===== config.mk =====
export PLATFORM = sky130hd
export DESIGN_NAME = update_command_handler_crc32
export DESIGN_NICKNAME = d
export VERILOG_FILES = /design/src/rtl/uch_pkg.sv /design/src/rtl/uch_frame.sv /design/src/rtl/uch_cmd.sv /design/src/rtl/uch_outbuf.sv /design/src/rtl/update_command_handler_crc32.sv
export SDC_FILE = /design/constraint.sdc
export NUM_CORES = 1
export LEC_CHECK = 0
export BUFFER_PORTS_ARGS = -buffer_cell sky130_fd_sc_hd__buf_2
export CORE_ASPECT_RATIO = 2
export CORE_MARGIN = 2
export CORE_UTILIZATION = 65
export CTS_BUF_LIST = sky130_fd_sc_hd__clkbuf_4 sky130_fd_sc_hd__clkbuf_8
export CTS_CLUSTER_SIZE = 20
export DETAILED_ROUTE_END_ITERATION = 16
export PLACE_DENSITY = 0.86
export SETUP_SLACK_MARGIN = 0.15
export SLEW_MARGIN = 15
export SYNTH_ARGS = -nofsm -noshare
export SYNTH_HDL_FRONTEND = slang
export SYNTH_SLANG_ARGS = --single-unit

===== constraint.sdc =====
create_clock -name clk -period 16.3 [get_ports clk]
set_clock_uncertainty 0.2 [all_clocks]
set_input_delay 0 -clock clk [delete_from_list [all_inputs] [get_ports clk]]
set_output_delay 0 -clock clk [all_outputs]
set_load 0.02 [all_outputs]

===== src/rtl/uch_pkg.sv =====
// Shared types, constants and the byte-wide CRC-32 step for the update
// command handler. No dependencies.
`default_nettype none

package uch_pkg;

  // Frame layout: command byte plus a four-byte little-endian header word
  localparam int unsigned HdrBytes = 5;
  localparam int unsigned PosW     = 3;

  localparam logic [31:0] CRC_POLY = 32'hEDB88320;

  // Status codes carried in each result
  typedef enum logic [2:0] {
    ST_OK    = 3'd0,
    ST_ABORT = 3'd1,
    ST_SIZE  = 3'd2,
    ST_CRC   = 3'd3,
    ST_FLASH = 3'd4
  } status_t;

  // Configuration register indexes
  localparam logic [7:0] REG_START  = 8'd0;
  localparam logic [7:0] REG_WRITE  = 8'd1;
  localparam logic [7:0] REG_VERIFY = 8'd2;
  localparam logic [7:0] REG_ABORT  = 8'd3;

  // Frame view after the current byte has been applied
  typedef struct packed {
    logic [7:0]  cmd;
    logic [31:0] hdr;
    logic [31:0] crc;
    logic [31:0] cnt;
    logic        full;
  } frame_t;

  // One result item
  typedef struct packed {
    logic [31:0] checksum;
    logic [31:0] bytes;
    logic        restart;
    logic        active;
    status_t     status;
  } result_t;

  localparam int unsigned ResW   = $bits(result_t);
  localparam int unsigned OutDW  = ((ResW + 7) / 8) * 8;

  // Reflected CRC-32, one byte (eight shift steps)
  function automatic logic [31:0] crc_byte(input logic [31:0] c_in, input logic [7:0] b);
    logic [31:0] c;
    c = c_in ^ {24'd0, b};
    for (int k = 0; k < 8; k++) begin
      c = (c >> 1) ^ (c[0] ? CRC_POLY : 32'd0);
    end
    return c;
  endfunction

endpackage

`default_nettype wire


===== src/rtl/uch_frame.sv =====
// Frame tracker: byte position, command, header word, running CRC and payload
// count of the frame in progress. Uses uch_pkg.
`default_nettype none

module uch_frame
  import uch_pkg::*;
(
  input  wire logic        clk,
  input  wire logic        rst_n,
  input  wire logic        acc,
  input  wire logic [7:0]  frame_byte,
  input  wire logic        frame_last,
  input  wire logic [31:0] committed_crc,
  output frame_t           cur
);

  logic [PosW-1:0] pos_r,  pos_nxt;
  logic [7:0]      cmd_r;
  logic [31:0]     hdr_r;
  logic [31:0]     crc_r;
  logic [31:0]     cnt_r;
  logic [PosW-1:0] pos_cur;

  // Apply the incoming byte to the frame so far
  always_comb begin
    cur.cmd = cmd_r;
    cur.hdr = hdr_r;
    cur.crc = crc_r;
    cur.cnt = cnt_r;
    pos_cur = pos_r;
    if (pos_r == '0) begin
      cur.cmd = frame_byte;
      cur.hdr = '0;
      cur.cnt = '0;
      cur.crc = ~committed_crc;
    end
    if (pos_r < PosW'(HdrBytes)) begin
      case (pos_r)
        3'd1:    cur.hdr[7:0]   = frame_byte;
        3'd2:    cur.hdr[15:8]  = frame_byte;
        3'd3:    cur.hdr[23:16] = frame_byte;
        3'd4:    cur.hdr[31:24] = frame_byte;
        default: ;
      endcase
      pos_cur = pos_r + PosW'(1);
    end else begin
      cur.crc = crc_byte(cur.crc, frame_byte);
      cur.cnt = cur.cnt + 32'd1;
    end
    cur.full = (pos_cur >= PosW'(HdrBytes));
    // last byte closes the frame
    pos_nxt = frame_last ? '0 : pos_cur;
  end

  always_ff @(posedge clk) begin
    if (!rst_n) begin
      pos_r <= '0;
      cmd_r <= '0;
      hdr_r <= '0;
      crc_r <= '1;
      cnt_r <= '0;
    end else if (acc) begin
      pos_r <= pos_nxt;
      cmd_r <= frame_last ? 8'd0  : cur.cmd;
      hdr_r <= frame_last ? 32'd0 : cur.hdr;
      crc_r <= frame_last ? '1    : cur.crc;
      cnt_r <= frame_last ? 32'd0 : cur.cnt;
    end
  end

endmodule

`default_nettype wire


===== src/rtl/uch_cmd.sv =====
// Command executor: configuration codes, session state and the status
// decision on the last byte of each frame. Uses uch_pkg.
`default_nettype none

module uch_cmd
  import uch_pkg::*;
(
  input  wire logic        clk,
  input  wire logic        rst_n,
  input  wire logic        cfg_we,
  input  wire logic [7:0]  cfg_idx,
  input  wire logic [7:0]  cfg_val,
  input  wire logic        acc,
  input  wire logic        frame_last,
  input  wire logic        flash_ok,
  input  frame_t           cur,
  output logic [31:0]      committed_crc,
  output logic             res_valid,
  output result_t          res
);

  logic [7:0]  start_code_r, write_code_r, verify_code_r, abort_code_r;
  logic        active_r,   active_nxt;
  logic [31:0] exp_len_r,  exp_len_nxt;
  logic [31:0] rx_len_r,   rx_len_nxt;
  logic [31:0] ccrc_r,     ccrc_nxt;

  assign committed_crc = ccrc_r;
  assign res_valid     = acc && frame_last;

  // Decide the command outcome, first match wins
  always_comb begin
    active_nxt  = active_r;
    exp_len_nxt = exp_len_r;
    rx_len_nxt  = rx_len_r;
    ccrc_nxt    = ccrc_r;
    res.status  = ST_ABORT;
    res.restart = 1'b0;
    if (cur.cmd == start_code_r) begin
      if (!cur.full) begin
        res.status = ST_SIZE;
      end else begin
        exp_len_nxt = cur.hdr;
        if (!flash_ok) begin
          res.status = ST_FLASH;
        end else begin
          active_nxt = 1'b1;
          rx_len_nxt = '0;
          ccrc_nxt   = '0;
          res.status = ST_OK;
        end
      end
    end else if (cur.cmd == write_code_r) begin
      if (!active_r) begin
        res.status = ST_ABORT;
      end else if (!cur.full) begin
        res.status = ST_SIZE;
      end else if (!flash_ok) begin
        active_nxt = 1'b0;
        res.status = ST_FLASH;
      end else begin
        ccrc_nxt   = ~cur.crc;
        rx_len_nxt = rx_len_r + cur.cnt;
        res.status = ST_OK;
      end
    end else if (cur.cmd == verify_code_r) begin
      if (!active_r) begin
        res.status = ST_ABORT;
      end else if (!cur.full) begin
        res.status = ST_SIZE;
      end else begin
        active_nxt = 1'b0;
        if (rx_len_r != exp_len_r) begin
          res.status = ST_SIZE;
        end else if (ccrc_r != cur.hdr) begin
          res.status = ST_CRC;
        end else if (!flash_ok) begin
          res.status = ST_FLASH;
        end else begin
          res.status  = ST_OK;
          res.restart = 1'b1;
        end
      end
    end else if (cur.cmd == abort_code_r) begin
      active_nxt = 1'b0;
      rx_len_nxt = '0;
      res.status = ST_ABORT;
    end
    res.active   = active_nxt;
    res.bytes    = rx_len_nxt;
    res.checksum = ccrc_nxt;
  end

  // Configuration registers
  always_ff @(posedge clk) begin
    if (!rst_n) begin
      start_code_r  <= 8'd0;
      write_code_r  <= 8'd1;
      verify_code_r <= 8'd2;
      abort_code_r  <= 8'd3;
    end else if (cfg_we) begin
      unique case (cfg_idx)
        REG_START:  start_code_r  <= cfg_val;
        REG_WRITE:  write_code_r  <= cfg_val;
        REG_VERIFY: verify_code_r <= cfg_val;
        REG_ABORT:  abort_code_r  <= cfg_val;
        default: ;
      endcase
    end
  end

  // Session state, updated only when a frame completes
  always_ff @(posedge clk) begin
    if (!rst_n) begin
      active_r  <= 1'b0;
      exp_len_r <= '0;
      rx_len_r  <= '0;
      ccrc_r    <= '0;
    end else if (res_valid) begin
      active_r  <= active_nxt;
      exp_len_r <= exp_len_nxt;
      rx_len_r  <= rx_len_nxt;
      ccrc_r    <= ccrc_nxt;
    end
  end

endmodule

`default_nettype wire


===== src/rtl/uch_outbuf.sv =====
// Result buffer: output register plus one skid entry so the input side
// keeps moving while a result waits. Uses uch_pkg.
`default_nettype none

module uch_outbuf
  import uch_pkg::*;
(
  input  wire logic clk,
  input  wire logic rst_n,
  input  wire logic res_valid,
  input  result_t   res,
  output logic      room,
  output logic      out_valid,
  input  wire logic out_ready,
  output result_t   out_res
);

  logic    ov_r, ov_nxt;
  logic    sv_r, sv_nxt;
  result_t od_r, od_nxt;
  result_t sd_r, sd_nxt;

  assign room      = !sv_r;
  assign out_valid = ov_r;
  assign out_res   = od_r;

  // Move skid into output when it drains; park a new result when stalled
  always_comb begin
    ov_nxt = ov_r;
    sv_nxt = sv_r;
    od_nxt = od_r;
    sd_nxt = sd_r;
    if (ov_r && !out_ready) begin
      if (res_valid) begin
        sv_nxt = 1'b1;
        sd_nxt = res;
      end
    end else if (sv_r) begin
      ov_nxt = 1'b1;
      od_nxt = sd_r;
      sv_nxt = 1'b0;
    end else begin
      ov_nxt = res_valid;
      od_nxt = res;
    end
  end

  always_ff @(posedge clk) begin
    if (!rst_n) begin
      ov_r <= 1'b0;
      sv_r <= 1'b0;
    end else begin
      ov_r <= ov_nxt;
      sv_r <= sv_nxt;
    end
    od_r <= od_nxt;
    sd_r <= sd_nxt;
  end

endmodule

`default_nettype wire


===== src/rtl/update_command_handler_crc32.sv =====
// Top level of the firmware-update command handler with reflected CRC-32.
// Instantiates uch_frame, uch_cmd and uch_outbuf; uses uch_pkg.
//
//   channel | direction | handshake          | payload
//   in_     | slave     | in_tvalid/tready   | tdata=frame_byte, tlast=frame_last, tuser=flash_ok
//   out_    | master    | out_tvalid/tready  | tdata=status,session_active,restart,bytes,crc
//   cfg_    | slave     | cfg_valid/ready    | cfg_index, cfg_data
//
// One byte per cycle while in_tready is high; the CRC byte step and header capture
// finish in the accept cycle, and a frame's status is registered into the output
// register, or into the skid entry when the output stalls. A two-entry output
// (register plus skid) lets input continue while one result is stalled; in_tready
// drops only when both are full. Synchronous active-low reset; cfg_ready is always high.
`default_nettype none

module update_command_handler_crc32
  import uch_pkg::*;
(
  input  wire logic             clk,
  input  wire logic             rst_n,
  input  wire logic             in_tvalid,
  output logic                  in_tready,
  input  wire logic [7:0]       in_tdata,   // [7:0] frame_byte
  input  wire logic             in_tlast,   // frame_last
  input  wire logic             in_tuser,   // [0] flash_ok
  output logic                  out_tvalid,
  input  wire logic             out_tready,
  output logic [OutDW-1:0]      out_tdata,  // [2:0] status, [3] session_active,
                                            // [4] restart_request, [36:5] bytes_received,
                                            // [68:37] image_checksum, rest zero
  input  wire logic             cfg_valid,
  output logic                  cfg_ready,
  input  wire logic [7:0]       cfg_index,
  input  wire logic [7:0]       cfg_data
);

  logic        acc;
  logic        room;
  frame_t      cur;
  logic [31:0] committed_crc;
  logic        res_valid;
  result_t     res;
  result_t     out_res;

  assign in_tready = room;
  assign acc       = in_tvalid && room;
  assign cfg_ready = 1'b1;
  assign out_tdata = {{(OutDW-ResW){1'b0}}, out_res};

  uch_frame u_frame (
    .clk           (clk),
    .rst_n         (rst_n),
    .acc           (acc),
    .frame_byte    (in_tdata),
    .frame_last    (in_tlast),
    .committed_crc (committed_crc),
    .cur           (cur)
  );

  uch_cmd u_cmd (
    .clk           (clk),
    .rst_n         (rst_n),
    .cfg_we        (cfg_valid),
    .cfg_idx       (cfg_index),
    .cfg_val       (cfg_data),
    .acc           (acc),
    .frame_last    (in_tlast),
    .flash_ok      (in_tuser),
    .cur           (cur),
    .committed_crc (committed_crc),
    .res_valid     (res_valid),
    .res           (res)
  );

  uch_outbuf u_outbuf (
    .clk       (clk),
    .rst_n     (rst_n),
    .res_valid (res_valid),
    .res       (res),
    .room      (room),
    .out_valid (out_tvalid),
    .out_ready (out_tready),
    .out_res   (out_res)
  );

endmodule

`default_nettype wire


# Word level (Yosys, flattened, before mapping)
# Index checks and enable logic that the tools add are counted.
[word_totals]
reg_bits = 376
latch_bits = 0
ram_bits = 0
mem_bits_ro = 0
input_bits = 31
output_inout_bits = 75
word_cells = 135
mem_count = 0
[classes]
addsub = 3
multipliers = 0
n_div = 0
magnitude_cmp = 2
n_eq_ne = 13
n_shift = 0
muxes = 67
bitwise = 11
reduce_logical = 14
[ops]
columns = ["op", "n"]
rows = [
  ["$mux 32", 28],
  ["$xor 31x32->32", 8],
  ["$mux 104", 1],
  ["$mux 69", 1],
  ["$mux 64", 1],
  ["$ne 32x32->1", 2],
  ["$not 32->32", 2],
  ["$mux 8", 5],
  ["$mux 3", 12],
  ["$add 32x1->32 const B", 1],
  ["$add 32x32->32", 1],
  ["$eq 8x8->1", 4],
  ["$xor 32x8->32", 1],
  ["$mux 1", 19],
  ["$eq 8x2->1 const B", 2],
  ["$reduce_and 2->1", 6],
  ["$eq 8x1->1 const B", 1],
  ["$logic_not 8->1", 1],
  ["$eq 3x2->1 const B", 2],
  ["$add 3x1->3 const B", 1],
  ["$eq 3x1->1 const B", 1],
  ["$eq 3x3->1 const B", 1],
  ["$ge 3x3->1 const B", 1],
  ["$logic_and 1x1->1", 3],
  ["4 further kinds", 5],
]

# Longest topological paths before layout
[depth]
word_depth = 27
mapped_depth = 26
mapped_depth_nobuf = 19

# Modules after synthesis
# Synthesis repeated with hierarchy kept, for this count alone.
[hier_totals]
cells_unflattened = 2158
hier_area_um2 = 21378.0
[by_module_without_submodules]
columns = ["mod", "n_inst", "cells_per_inst", "area_per_inst_um2", "seq_area_each_um2"]
rows = [
  ["uch_cmd", 1, 1083, 8986.1, 2582.5],
  ["uch_frame", 1, 844, 6936.7, 2142.1],
  ["uch_outbuf", 1, 224, 5411.4, 4184.0],
  ["update_command_handler_crc32", 1, 7, 43.8, 0.0],
]

# Worst setup path before layout
# No wires, ideal clock.
[synth_timing]
path_type = "reg-to-reg"
startpoint = "reg u_outbuf.ov_r, in the netlist u_outbuf.out_valid"
endpoint = "reg u_outbuf.sd_r[0] (netlist name), enable pin"
setup_time_ns = 0.497
arrival_ns = 5.172
required_ns = 15.603
path_slack_ns = 10.431
path_stages_with_launch = 3
synth_period_minus_slack_ns = 5.869
path_cell_list = "dfxtp_1 nand2b_1 nor2_1"
[synth_between]
elab_chain_len = 2
[synth_rtl]
columns = ["element", "line", "text"]
rows = [
  ["start, declared", "uch_outbuf.sv:18", "logic ov_r, ov_nxt;"],
  ["start signal, assigned", "uch_outbuf.sv:53", "ov_r <= ov_nxt;"],
  ["$logic_and 1x1->1", "uch_outbuf.sv:33", "if (ov_r && !out_ready) begin"],
  ["$reduce_and 2->1 (no source line)", "--", ""],
  ["end signal, assigned", "uch_outbuf.sv:57", "sd_r <= sd_nxt;"],
  ["end, declared", "uch_outbuf.sv:21", "result_t sd_r, sd_nxt;"],
]
# No other way between the ends.
# A chain may end at the register's enable or synchronous reset.

==> out/results.ini <==
[run_status]
outcome=finished, final reports clean

[yosys]
yosysMostFrequentCell=nor2_1
yosysWarningCount=0
synthFlopType=dfxtp_1
synth_common_cells=nor2_1 (301), dfxtp_1 (238), nand2_1 (197)
syn-instance-count=2245
yosys-top-cells-area=dfxtp_1 (23%), edfxtp_1 (20%), nor2_1 (5.4%)
ys_seq_area_share_pct=42.3
yosys.cell_types.count=92
syn_avg_cell_area_um2=9.37
yosysTopAreaCellShare_pct=22.6
synth-async-reset-ratio_pct=0
synth_enable_flop_cells=138
netlist_area_um2=21000
synth_top_area_cell=dfxtp_1
ys_seq_elements=376

[clock_network]
worstSkewPairLatency_ns=0.63
cts_resized=0
cts_tree=yes
path_clk_slew_ns=0.07
ctsHtreeMaxLevel=2
clock_path_buffers=3
postCtsSetupRepairBufs=0
cts.sinks=376
root_buffer=clkbuf_8
cts_made_buffers=51
cts_hold_repair.buffers=32

[timing]
hold_ws_ns=0.0595
relSlewSlack_pct=15.6
drv_slew=0
tightest_slew_ns=1.26
setup_viol=0
period_minus_slack_ns=6.51
finalHoldViolations=0
finalCritPeriodShare_pct=39.9
rsz0062_at_grt=false
setup_tns_ns=0
fmax_mhz=154

[routing]
avgViaCountPerCell=6.66
vias=18561
drt_pass1_iterations=7
drc=0
drtAntennaViolNets=0
drt_iter0_drc=1775
wirelength_um=72800
wire_per_inst_um=26.1

[run]
maxCapViolations=0

[layout]
multi_input_area_um2=11300
fillers=2306
fin_cells=2786
layout-drive-gt1-share_pct=14.6
fin_nets=2389
seqCellArea_um2=8910
area_delta_synth_final_pct=9.67
design_area_um2=23100

[critical_path]
start_kind=flop
path_delay_family=simple AND/OR/NAND/NOR gates
regToRegStartpoint=u_frame.pos_r[0]
worstSetupEndpointType=flop
timing.critical_path.slowest_cell_delay_ns=0.84
crit_required_ns=16.44
cp.arrival_ns=6.64
cp_cell_sequence=inv_1 > ha_1 > nor2b_4 > buf_4 > nor2_1 > nand4_1 > xor2_1 > ha_1 > and3_1 > nand4_1 > or3b_1 > a211oi_1 > nor3_1 > o31ai_1 > a221o_1 > xnor2_1 > o22ai_1
path_buf_inv=2
startpoint=u_frame.pos_r[0]
cpMaxStageDelayCell=dfxtp_1
critical_path_class=flop to flop
critical_path.max_fanout=48

[place]
portBuffers=101
postPlaceCellArea_um2=21700
dp_cells=2656
gp_congestion=1.01
post-dp-hpwl_um=51800

[global_route]
grt_pass1_wl_um=108000
track_usage_pct=41.9
grt_antenna_before_repair=3
grt_max_degree=94
grt_pass1_vias=18580
grt-ovfl-total=0

[min_path]
holdCritStartpoint=cfg_data[2]
hold_path_class=input pin to flop

[floorplanning]
die_y_um=258
initial_core_util_pct=65.7
die_w_um=131
dieArea_um2=33900
core_um2=32000
io_pins=106
rows=93

[power_and_ir_drop]
p_per_area_nw_per_um2=94.5
ir_drop_v=0.000102
power.leakage_nw=9.61
power_mw=2.18

[logic make-up (layout without fill, tap and decap cells)]
logic type      count (synthesis)  in the layout  synth area share, %
flops                         376            376                 42.3
xor+xnor                      196            196                 9.42
mux                           120            120                 6.22
fa+ha+maj                      44             44                 2.65
other cells                     2              7               0.0357
compound gates                579            579                 19.3
buf+inv                       200            309                 4.12
simple gates                  728            728                 16.0
[cell type report]
| type | count | area share (%) |
|---|---|---|
| antenna | 3 | 0.0325 |
| clock buffer | 67 | 3.62 |
| clock inverter | 28 | 0.933 |
| inverter | 54 | 0.889 |
| multi-input combinational | 1671 | 49.1 |
| sequential | 376 | 38.6 |
| tap | 427 | 2.32 |
| timing repair buffer | 160 | 4.46 |
[metal layers]
| metal | GRT usage (%) | share of wire [%] | up-vias |
|---|---|---|---|
| li1 | - | - | 8245 |
| met1 | 38.4 | 31 | 8838 |
| met2 | 75.6 | 51 | 1039 |
| met3 | 6.46 | 6.0 | 439 |
| met4 | 44.3 | 13 | 0 |
| met5 | 0 | 0 | - |
[tightest hold or removal path, delay by kind of cell]
family	cells	cell delay [ns]
mux	1	0.08
simple gates	1	0.08
buf+inv	2	0.68
[worst paths after layout]
check	cells past startpoint	endpoint	slack, ns
setup / recovery	17	u_outbuf.sd_r[35]	9.79
hold / removal	4	u_cmd.start_code_r[2]	0.06
setup reg to reg	17	u_outbuf.sd_r[35]	9.79
hold reg to reg	2	u_frame.crc_r[21]	0.27
[report_power, final]
part           switching (mW)  total, mW  internal, mW
sequential             0.0260       1.02         0.997
clock                   0.376      0.761         0.386
combinational           0.242      0.397         0.156
total                   0.643       2.18          1.54
[metrics by stage]
| stage | utilization (%) | setup WS, ns |
|---|---|---|
| global placement | 67.8 | 10.06 |
| floorplan | - | 10.43 |
| detailed placement | 67.8 | 9.93 |
| CTS | 72.1 | 9.86 |
| finish | 72.1 | 9.79 |
| global route | 72.1 | 9.43 |
[registers in the layout (all words and copies together), names as in the netlist, 3 cells and up]
name / flops
u_cmd.start_code_r: 8
u_cmd.write_code_r: 8
u_frame.cmd_r: 8
u_outbuf.sd_r: 69
u_frame.cnt_r: 32
u_frame.hdr_r: 32
u_cmd.abort_code_r: 8
u_frame.crc_r: 32
u_cmd.committed_crc: 32
u_cmd.rx_len_r: 32
u_cmd.exp_len_r: 32
u_cmd.verify_code_r: 8
u_frame.pos_r: 3
u_outbuf.out_res: 69
[placed cells by master, fill, tap and decap left out, types with 39 or more instances in the layout]
| master | count |
|---|---|
| nor2_1 | 297 |
| dfxtp_1 | 238 |
| nand2_1 | 195 |
| edfxtp_1 | 138 |
| a21oi_1 | 127 |
| o21ai_0 | 101 |
| buf_2 | 101 |
| xor2_1 | 90 |
| xnor2_1 | 84 |
| a22oi_1 | 76 |
| mux2_2 | 61 |
| mux2i_1 | 56 |
| clkbuf_8 | 53 |
| inv_1 | 51 |
| a22o_1 | 44 |
| ha_1 | 43 |
| o211ai_1 | 39 |
Power figures use the tool's default switching activity.
